## src/design/fgf_pkg.sv

```systemverilog
package fgf_pkg;

   localparam int BLOCK_BITS = 48;
   localparam int FGF_QUEUE_DEPTH = 4;

   localparam logic [1:0] OP_BEGIN  = 2'd0;
   localparam logic [1:0] OP_RANGE  = 2'd1;
   localparam logic [1:0] OP_FINISH = 2'd2;

   localparam logic [1:0] STATUS_FOUND    = 2'd0;
   localparam logic [1:0] STATUS_INVALID  = 2'd1;
   localparam logic [1:0] STATUS_NO_SPACE = 2'd2;

   localparam logic [1:0] CMD_BEGIN  = 2'd0;
   localparam logic [1:0] CMD_RANGE  = 2'd1;
   localparam logic [1:0] CMD_FINISH = 2'd2;

   typedef logic [BLOCK_BITS-1:0] block_type;

   typedef struct packed {
      logic [1:0] opcode;
      block_type  request_size;
      block_type  start_hint;
      block_type  range_start;
      block_type  range_length;
   } req_type;

   typedef struct packed {
      logic [1:0] status;
      block_type  alloc_start;
      logic       used_hint;
   } rsp_type;

   // begin: a = length, b = hint; range: a = start, b = saturated end;
   // finish: a = volume size
   typedef struct packed {
      logic [1:0] kind;
      logic       bad;
      block_type  a;
      block_type  b;
   } cmd_type;

endpackage

```

## src/design/free_gap_finder_top.sv

```systemverilog
// Free gap finder: streams allocated ranges in ascending start order and picks
// a free run of blocks, preferring the first fit at or above the hint and else
// the first fit anywhere. A begin transaction sets length and hint, range
// transactions describe allocated extents, a finish transaction closes the
// trailing gap up to volume_blocks and returns one response. One request
// transaction is taken per cycle while the queue is not full: the front end
// classifies it and computes the saturated range end, a QUEUE_DEPTH entry
// queue decouples it from the back end, and the back end retires one queued
// command per cycle against its running search state. A finish is queued,
// then registered in the response register; response stalls hold only finish
// commands. volume_blocks may be written only while no search is in flight.
module free_gap_finder_top #(
   parameter int QUEUE_DEPTH = fgf_pkg::FGF_QUEUE_DEPTH
) (
   input  logic               clock,
   input  logic               reset,
   input  logic               req_valid,
   output logic               req_stall,
   input  fgf_pkg::req_type   req_data,
   output logic               rsp_valid,
   input  logic               rsp_stall,
   output fgf_pkg::rsp_type   rsp_data,
   input  logic               csr_valid,
   output logic               csr_ready,
   input  fgf_pkg::block_type csr_data
);
   import fgf_pkg::*;

   logic    push;
   cmd_type push_cmd;
   logic    pop;
   cmd_type pop_cmd;
   logic    not_empty;
   logic    full;

   fgf_front u_front (
      .clock      (clock),
      .reset      (reset),
      .req_valid  (req_valid),
      .req_stall  (req_stall),
      .req_data   (req_data),
      .csr_valid  (csr_valid),
      .csr_ready  (csr_ready),
      .csr_data   (csr_data),
      .queue_full (full),
      .push       (push),
      .push_cmd   (push_cmd)
   );

   fgf_queue #(
      .DEPTH (QUEUE_DEPTH)
   ) u_queue (
      .clock     (clock),
      .reset     (reset),
      .push      (push),
      .push_cmd  (push_cmd),
      .pop       (pop),
      .pop_cmd   (pop_cmd),
      .not_empty (not_empty),
      .full      (full)
   );

   fgf_back u_back (
      .clock     (clock),
      .reset     (reset),
      .cmd_valid (not_empty),
      .cmd       (pop_cmd),
      .pop       (pop),
      .rsp_valid (rsp_valid),
      .rsp_stall (rsp_stall),
      .rsp_data  (rsp_data)
   );

endmodule

```

## src/design/fgf_front.sv

```systemverilog
module fgf_front (
   input  logic             clock,
   input  logic             reset,
   input  logic             req_valid,
   output logic             req_stall,
   input  fgf_pkg::req_type req_data,
   input  logic             csr_valid,
   output logic             csr_ready,
   input  fgf_pkg::block_type csr_data,
   input  logic             queue_full,
   output logic             push,
   output fgf_pkg::cmd_type push_cmd
);
   import fgf_pkg::*;

   block_type                volume_ff;
   block_type                volume_in;
   logic [BLOCK_BITS:0]      range_sum;
   logic                     accept;

   assign csr_ready = 1'b1;
   assign req_stall = queue_full;
   assign accept    = req_valid && !req_stall;

   always_comb begin
      volume_in = volume_ff;
      if (csr_valid && csr_ready) begin
         volume_in = csr_data;
      end
   end

   always_ff @(posedge clock) begin
      if (reset) begin
         volume_ff <= '0;
      end else begin
         volume_ff <= volume_in;
      end
   end

   assign range_sum = {1'b0, req_data.range_start} + {1'b0, req_data.range_length};

   always_comb begin
      push_cmd = '0;
      push     = 1'b0;
      case (req_data.opcode)
         OP_BEGIN: begin
            push          = accept;
            push_cmd.kind = CMD_BEGIN;
            push_cmd.a    = req_data.request_size;
            push_cmd.b    = (req_data.start_hint >= volume_ff) ? '0 : req_data.start_hint;
            push_cmd.bad  = (req_data.request_size == '0) ||
                            (req_data.request_size > volume_ff);
         end
         OP_RANGE: begin
            push          = accept;
            push_cmd.kind = CMD_RANGE;
            push_cmd.a    = req_data.range_start;
            // end saturates at the top address
            push_cmd.b    = range_sum[BLOCK_BITS] ? '1 : range_sum[BLOCK_BITS-1:0];
         end
         OP_FINISH: begin
            push          = accept;
            push_cmd.kind = CMD_FINISH;
            push_cmd.a    = volume_ff;
         end
         default: begin
            push = 1'b0;
         end
      endcase
   end

endmodule

```

## src/design/fgf_queue.sv

```systemverilog
module fgf_queue #(
   parameter int DEPTH = fgf_pkg::FGF_QUEUE_DEPTH
) (
   input  logic             clock,
   input  logic             reset,
   input  logic             push,
   input  fgf_pkg::cmd_type push_cmd,
   input  logic             pop,
   output fgf_pkg::cmd_type pop_cmd,
   output logic             not_empty,
   output logic             full
);
   import fgf_pkg::*;

   localparam int PTR_W = (DEPTH > 1) ? $clog2(DEPTH) : 1;
   localparam int CNT_W = $clog2(DEPTH + 1);
   localparam logic [PTR_W-1:0] LAST = PTR_W'(DEPTH - 1);
   localparam logic [CNT_W-1:0] FULL_COUNT = CNT_W'(DEPTH);

   cmd_type          entry_ff [DEPTH];
   logic [PTR_W-1:0] wr_ptr_ff, wr_ptr_in;
   logic [PTR_W-1:0] rd_ptr_ff, rd_ptr_in;
   logic [CNT_W-1:0] count_ff, count_in;

   assign not_empty = (count_ff != '0);
   assign full      = (count_ff == FULL_COUNT);
   assign pop_cmd   = entry_ff[rd_ptr_ff];

   always_comb begin
      wr_ptr_in = wr_ptr_ff;
      rd_ptr_in = rd_ptr_ff;
      count_in  = count_ff;
      if (push) begin
         wr_ptr_in = (wr_ptr_ff == LAST) ? '0 : wr_ptr_ff + 1'b1;
      end
      if (pop) begin
         rd_ptr_in = (rd_ptr_ff == LAST) ? '0 : rd_ptr_ff + 1'b1;
      end
      if (push && !pop) begin
         count_in = count_ff + 1'b1;
      end else if (pop && !push) begin
         count_in = count_ff - 1'b1;
      end
   end

   always_ff @(posedge clock) begin
      if (reset) begin
         wr_ptr_ff <= '0;
         rd_ptr_ff <= '0;
         count_ff  <= '0;
      end else begin
         wr_ptr_ff <= wr_ptr_in;
         rd_ptr_ff <= rd_ptr_in;
         count_ff  <= count_in;
      end
   end

   always_ff @(posedge clock) begin
      if (push) begin
         entry_ff[wr_ptr_ff] <= push_cmd;
      end
   end

endmodule

```

## src/design/fgf_back.sv

```systemverilog
module fgf_back (
   input  logic             clock,
   input  logic             reset,
   input  logic             cmd_valid,
   input  fgf_pkg::cmd_type cmd,
   output logic             pop,
   output logic             rsp_valid,
   input  logic             rsp_stall,
   output fgf_pkg::rsp_type rsp_data
);
   import fgf_pkg::*;

   block_type req_len_ff, req_len_in;
   block_type hint_pos_ff, hint_pos_in;
   logic      bad_ff, bad_in;
   block_type covered_ff, covered_in;
   block_type hinted_start_ff, hinted_start_in;
   logic      hinted_found_ff, hinted_found_in;
   block_type fallback_start_ff, fallback_start_in;
   logic      fallback_found_ff, fallback_found_in;
   logic      rsp_valid_ff, rsp_valid_in;
   rsp_type   rsp_data_ff, rsp_data_in;

   logic      is_finish;
   logic      gap_open;
   block_type cand;
   logic      hint_fit;
   logic      fallback_fit;

   assign is_finish = (cmd.kind == CMD_FINISH);
   assign pop       = cmd_valid && (!is_finish || !rsp_valid_ff || !rsp_stall);
   assign rsp_valid = rsp_valid_ff;
   assign rsp_data  = rsp_data_ff;

   // gap is [covered end, cmd.a)
   assign gap_open     = cmd.a > covered_ff;
   assign cand         = (covered_ff > hint_pos_ff) ? covered_ff : hint_pos_ff;
   assign hint_fit     = gap_open && !hinted_found_ff && (cmd.a > hint_pos_ff) &&
                         ((cmd.a - cand) >= req_len_ff);
   assign fallback_fit = gap_open && !fallback_found_ff &&
                         ((cmd.a - covered_ff) >= req_len_ff);

   always_comb begin
      req_len_in        = req_len_ff;
      hint_pos_in       = hint_pos_ff;
      bad_in            = bad_ff;
      covered_in        = covered_ff;
      hinted_start_in   = hinted_start_ff;
      hinted_found_in   = hinted_found_ff;
      fallback_start_in = fallback_start_ff;
      fallback_found_in = fallback_found_ff;
      rsp_data_in       = rsp_data_ff;
      rsp_valid_in      = rsp_valid_ff && rsp_stall;
      if (pop) begin
         case (cmd.kind)
            CMD_BEGIN: begin
               req_len_in        = cmd.a;
               hint_pos_in       = cmd.b;
               bad_in            = cmd.bad;
               covered_in        = '0;
               hinted_start_in   = '0;
               hinted_found_in   = 1'b0;
               fallback_start_in = '0;
               fallback_found_in = 1'b0;
            end
            CMD_RANGE, CMD_FINISH: begin
               if (hint_fit) begin
                  hinted_start_in = cand;
                  hinted_found_in = 1'b1;
               end
               if (fallback_fit) begin
                  fallback_start_in = covered_ff;
                  fallback_found_in = 1'b1;
               end
               if (!is_finish && cmd.b > covered_ff) begin
                  covered_in = cmd.b;
               end
               if (is_finish) begin
                  rsp_valid_in = 1'b1;
                  rsp_data_in  = '0;
                  if (bad_ff) begin
                     rsp_data_in.status = STATUS_INVALID;
                  end else if (hinted_found_in) begin
                     rsp_data_in.status      = STATUS_FOUND;
                     rsp_data_in.alloc_start = hinted_start_in;
                     rsp_data_in.used_hint   = 1'b1;
                  end else if (fallback_found_in) begin
                     rsp_data_in.status      = STATUS_FOUND;
                     rsp_data_in.alloc_start = fallback_start_in;
                  end else begin
                     rsp_data_in.status = STATUS_NO_SPACE;
                  end
               end
            end
            default: begin
               rsp_data_in = rsp_data_ff;
            end
         endcase
      end
   end

   always_ff @(posedge clock) begin
      if (reset) begin
         req_len_ff        <= '0;
         hint_pos_ff       <= '0;
         bad_ff            <= 1'b0;
         covered_ff        <= '0;
         hinted_start_ff   <= '0;
         hinted_found_ff   <= 1'b0;
         fallback_start_ff <= '0;
         fallback_found_ff <= 1'b0;
         rsp_valid_ff      <= 1'b0;
      end else begin
         req_len_ff        <= req_len_in;
         hint_pos_ff       <= hint_pos_in;
         bad_ff            <= bad_in;
         covered_ff        <= covered_in;
         hinted_start_ff   <= hinted_start_in;
         hinted_found_ff   <= hinted_found_in;
         fallback_start_ff <= fallback_start_in;
         fallback_found_ff <= fallback_found_in;
         rsp_valid_ff      <= rsp_valid_in;
      end
   end

   always_ff @(posedge clock) begin
      rsp_data_ff <= rsp_data_in;
   end

endmodule

```

## config.mk

```make
export PLATFORM = sky130hd
export DESIGN_NAME = free_gap_finder_top
export DESIGN_NICKNAME = d
export VERILOG_FILES = /design/src/design/fgf_pkg.sv /design/src/design/free_gap_finder_top.sv /design/src/design/fgf_front.sv /design/src/design/fgf_queue.sv /design/src/design/fgf_back.sv
export SDC_FILE = /design/constraint.sdc
export NUM_CORES = 2
export LEC_CHECK = 0
export ABC_AREA = 0
export BUFFER_PORTS_ARGS = -buffer_cell sky130_fd_sc_hd__buf_2
export CAP_MARGIN = 20
export CORE_ASPECT_RATIO = 0.7
export CORE_MARGIN = 2
export CORE_UTILIZATION = 45
export CTS_BUF_LIST = sky130_fd_sc_hd__clkbuf_4 sky130_fd_sc_hd__clkbuf_8
export DETAILED_ROUTE_END_ITERATION = 10
export SYNTH_ARGS = -nofsm -noshare
export SYNTH_HDL_FRONTEND = slang
export SYNTH_SLANG_ARGS = --single-unit
```

## constraint.sdc

```tcl
create_clock -name clock -period 9.1 [get_ports clock]
set_clock_uncertainty 0.05 [all_clocks]
set_input_delay 0.455 -clock clock [delete_from_list [all_inputs] [get_ports clock]]
set_output_delay 0.455 -clock clock [all_outputs]
set_load 0.05 [all_outputs]
```

==> metrics.yaml <==
cts:
  ctsHtreeMaxLevel: 3
  cts_buffers: 120
  cts_num_sinks: 748
  cts_tree: "yes"
  path_clk_slew_ps: 60
  cts_buffer_depth: 3
  clock_latency_ps: 860
  cts_setup_buffers: 0
  cts-root-buf: "clkbuf_8"
sta:
  slew_viol_final: 0
  finalSetupViolCount: 0
  finalSetupTns_ps: 0
  rsz0062_at_grt: "false"
  hold_viol: 0
  fmax_mhz: 116
  slew-limit-headroom: 0.256
  worst_pin_slew_ps: 1100
  fin_ws_ps: 443
  fin_crit_ps: 8660
  finalCritPeriodShare: 0.951
route:
  via_per_inst: 5.86
  wl_per_cell_um: 23.6
  vias: 36791
  drtIter0Drc: 3795
  ant_nets: 0
  firstDrtPassIters: 5
  wirelength_um: 148000
  drc: 0
yosys:
  synth_nets: 5193
  ys.flop_type: "edfxtp_1"
  synth-edff-count: 447
  ys_ff_latch: 748
  yosysWarnings: 0
  synth_area_leaders: "edfxtp_1 (29%), ha_1 (13%), dfxtp_1 (13%), mux4_2 (4.9%), nand2_1 (4.3%)"
  yosys.area.top_type_share: 0.295
  async_flop_share: 0
  synthCells: 4459
  syn_area_um2: 45500
  yosys.area.top_type: "edfxtp_1"
  ys_seq_area_frac: 0.427
  avgSynthCellArea_um2: 10.2
  synth_cell_types: 85
setup_path:
  crit_required_ps: 9680
  critPathLaunchType: "flop"
  rr_endpoint: "u_back.rsp_data[12]$_SDFFCE_PP0P_"
  end_kind: "flop"
  crit_top_cell: "a21oi_1"
  reg2reg_from: "u_back.hint_pos_ff[5]$_SDFFE_PP0P_"
  ff2ff_setup_slack_ps: 440
  slowest_stage: "a2111o_2"
  r2r_cells: 38
  critical_path.max_stage_delay_ps: 550
  cp.arrival_ps: 9240
  cp_max_fo: 65
  worstSetupPathType: "flop to flop"
grt:
  first_global_vias: 34586
  grtUsageTotal: 0.280
  grt-ovfl-total: 0
  antenna_found_initial: 7
  grt_pass1_wl_um: 220000
  grt_max_degree: 78
layout:
  final_common_cell: "nand2_1"
  multiInputGateArea_um2: 24500
  fillers: 8974
  register_area_um2: 19500
  nNetsFinal: 5571
  drive_gt1_frac: 0.158
  layout.cells.non_filler: 6279
  final_cell_mix: "nand2_1 (521), ha_1 (482), edfxtp_1 (447)"
  area_growth_pct: 15.0
  postLayoutCellArea_um2: 52400
placement:
  dp_hpwl_um: 112000
  dp.cells: 5951
  place_area_um2: 48500
  pre_cts_slack_ps: 356
  place_congestion: 0.953
  io_buffers: 299
die:
  rows: 97
  initial_core_util: 0.455
  die_w_um: 384
  io-pin-count: 301
  core_um2: 100000
  fp.dieArea_um2: 104000
  die_h_um: 270
worst_hold_path:
  whs_endpoint: "u_queue.entry_ff[2][28]$_DFFE_PP_"
  holdCritStartpoint: "req_data[124]"
  hold_depth: 3
  hold_path.class: "input port to flop"
run:
  drv_cap: 0
outcome:
  outcome: "completed"
-- final cells by class --
type,count,area share
antenna,3,0.000143
clock buffer,177,0.0421
clock inverter,48,0.0105
inverter,251,0.0180
multi-input combinational,3256,0.467
sequential,748,0.372
tap,1336,0.0319
timing repair buffer,460,0.0584
-- Yosys cell counts (22+ instances only) --
cell / number
a32o_1: 49
nand2b_1: 62
nor3_1: 31
nand4_1: 125
o21ai_0: 297
inv_1: 251
mux2i_1: 156
nor2_1: 239
buf_1: 39
nor4_1: 25
edfxtp_1: 447
mux2_2: 49
dfxtp_1: 301
o22ai_1: 50
nand3_1: 40
xnor2_1: 87
ha_1: 484
nand2_1: 523
xor2_1: 47
a211oi_1: 23
mux4_2: 99
o21bai_1: 34
clkbuf_1: 154
a21o_1: 170
o21a_1: 22
nor2b_1: 68
a21oi_1: 359
-- state kept, by name (all words and copies together) (netlist names), 2 cells and up, named ones only --
signal / count
u_queue.count_ff: 3
u_back.hint_pos_ff: 48
u_queue.rd_ptr_ff: 2
u_back.covered_ff: 48
u_back.rsp_data: 51
u_front.volume_ff: 48
u_back.fallback_start_ff: 48
u_back.hinted_start_ff: 48
u_queue.entry_ff: 396
u_back.req_len_ff: 48
u_queue.wr_ptr_ff: 2
-- how the worst max path moves through the flow --
stage	from	end	depth (start not counted)
5_1_grt	u_back.hint_pos_ff[45]$_SDFFE_PP0P_	u_back.rsp_data[13]$_SDFFCE_PP0P_	42
3_5_place_dp	u_back.hint_pos_ff[45]$_SDFFE_PP0P_	u_back.rsp_data[41]$_SDFFCE_PP0P_	34
4_1_cts	u_back.hint_pos_ff[45]$_SDFFE_PP0P_	u_back.rsp_data[12]$_SDFFCE_PP0P_	34
6_report	u_back.hint_pos_ff[5]$_SDFFE_PP0P_	u_back.rsp_data[12]$_SDFFCE_PP0P_	38
2_1_floorplan	flop	u_back.rsp_data[10]$_SDFFCE_PP0P_	37
3_3_place_gp	u_back.hint_pos_ff[1]$_SDFFE_PP0P_	u_back.rsp_data[47]$_SDFFCE_PP0P_	41
-- metrics by stage --
step,hold WS [ps],utilization
finish,99.3,0.523
global route,46.3,0.523
CTS,0.989,0.522
detailed placement,389,0.485
global placement,381,0.485
floorplan,370,-
-- cell families after synthesis --
group                      synth area share
adders and majority gates             0.136
DFF                                   0.427
and+or+nand+nor                       0.120
buffers and inverters                0.0380
muxes                                0.0954
AOI/OAI and AO/OA                     0.157
xor gates and xnor gates             0.0261
other                             0.0000824
-- routing by layer --
layer / part of all wire / wire [µm] / global-route usage / vias to the layer above
li1: - / - / - / 17268
met1: 0.50 / 73700 / 0.455 / 17739
met2: 0.39 / 57200 / 0.371 / 1594
met3: 0.094 / 14000 / 0.0556 / 188
met4: 0.021 / 3180 / 0.0650 / 2
met5: 0.000088 / 13 / 0 / -
-- critical path, delay by kind of cell, from the launching register on --
family                     cells  cell delay, ps
and+or+nand+nor                9            1390
buffers and inverters          4             820
AOI/OAI and AO/OA             21            4570
adders and majority gates      3             980
xor gates and xnor gates       1             150
DFF                            1             410
-- what timing repair did --
action                                 CTS  global route
hold buffers                           100             0
setup endpoints to repair                0            70
endpoints found under the hold margin  231             0
resized for setup                        0            11
Power is not shown: default switching activity piles up to over one toggle a cycle in this logic, so the estimate is an artifact.
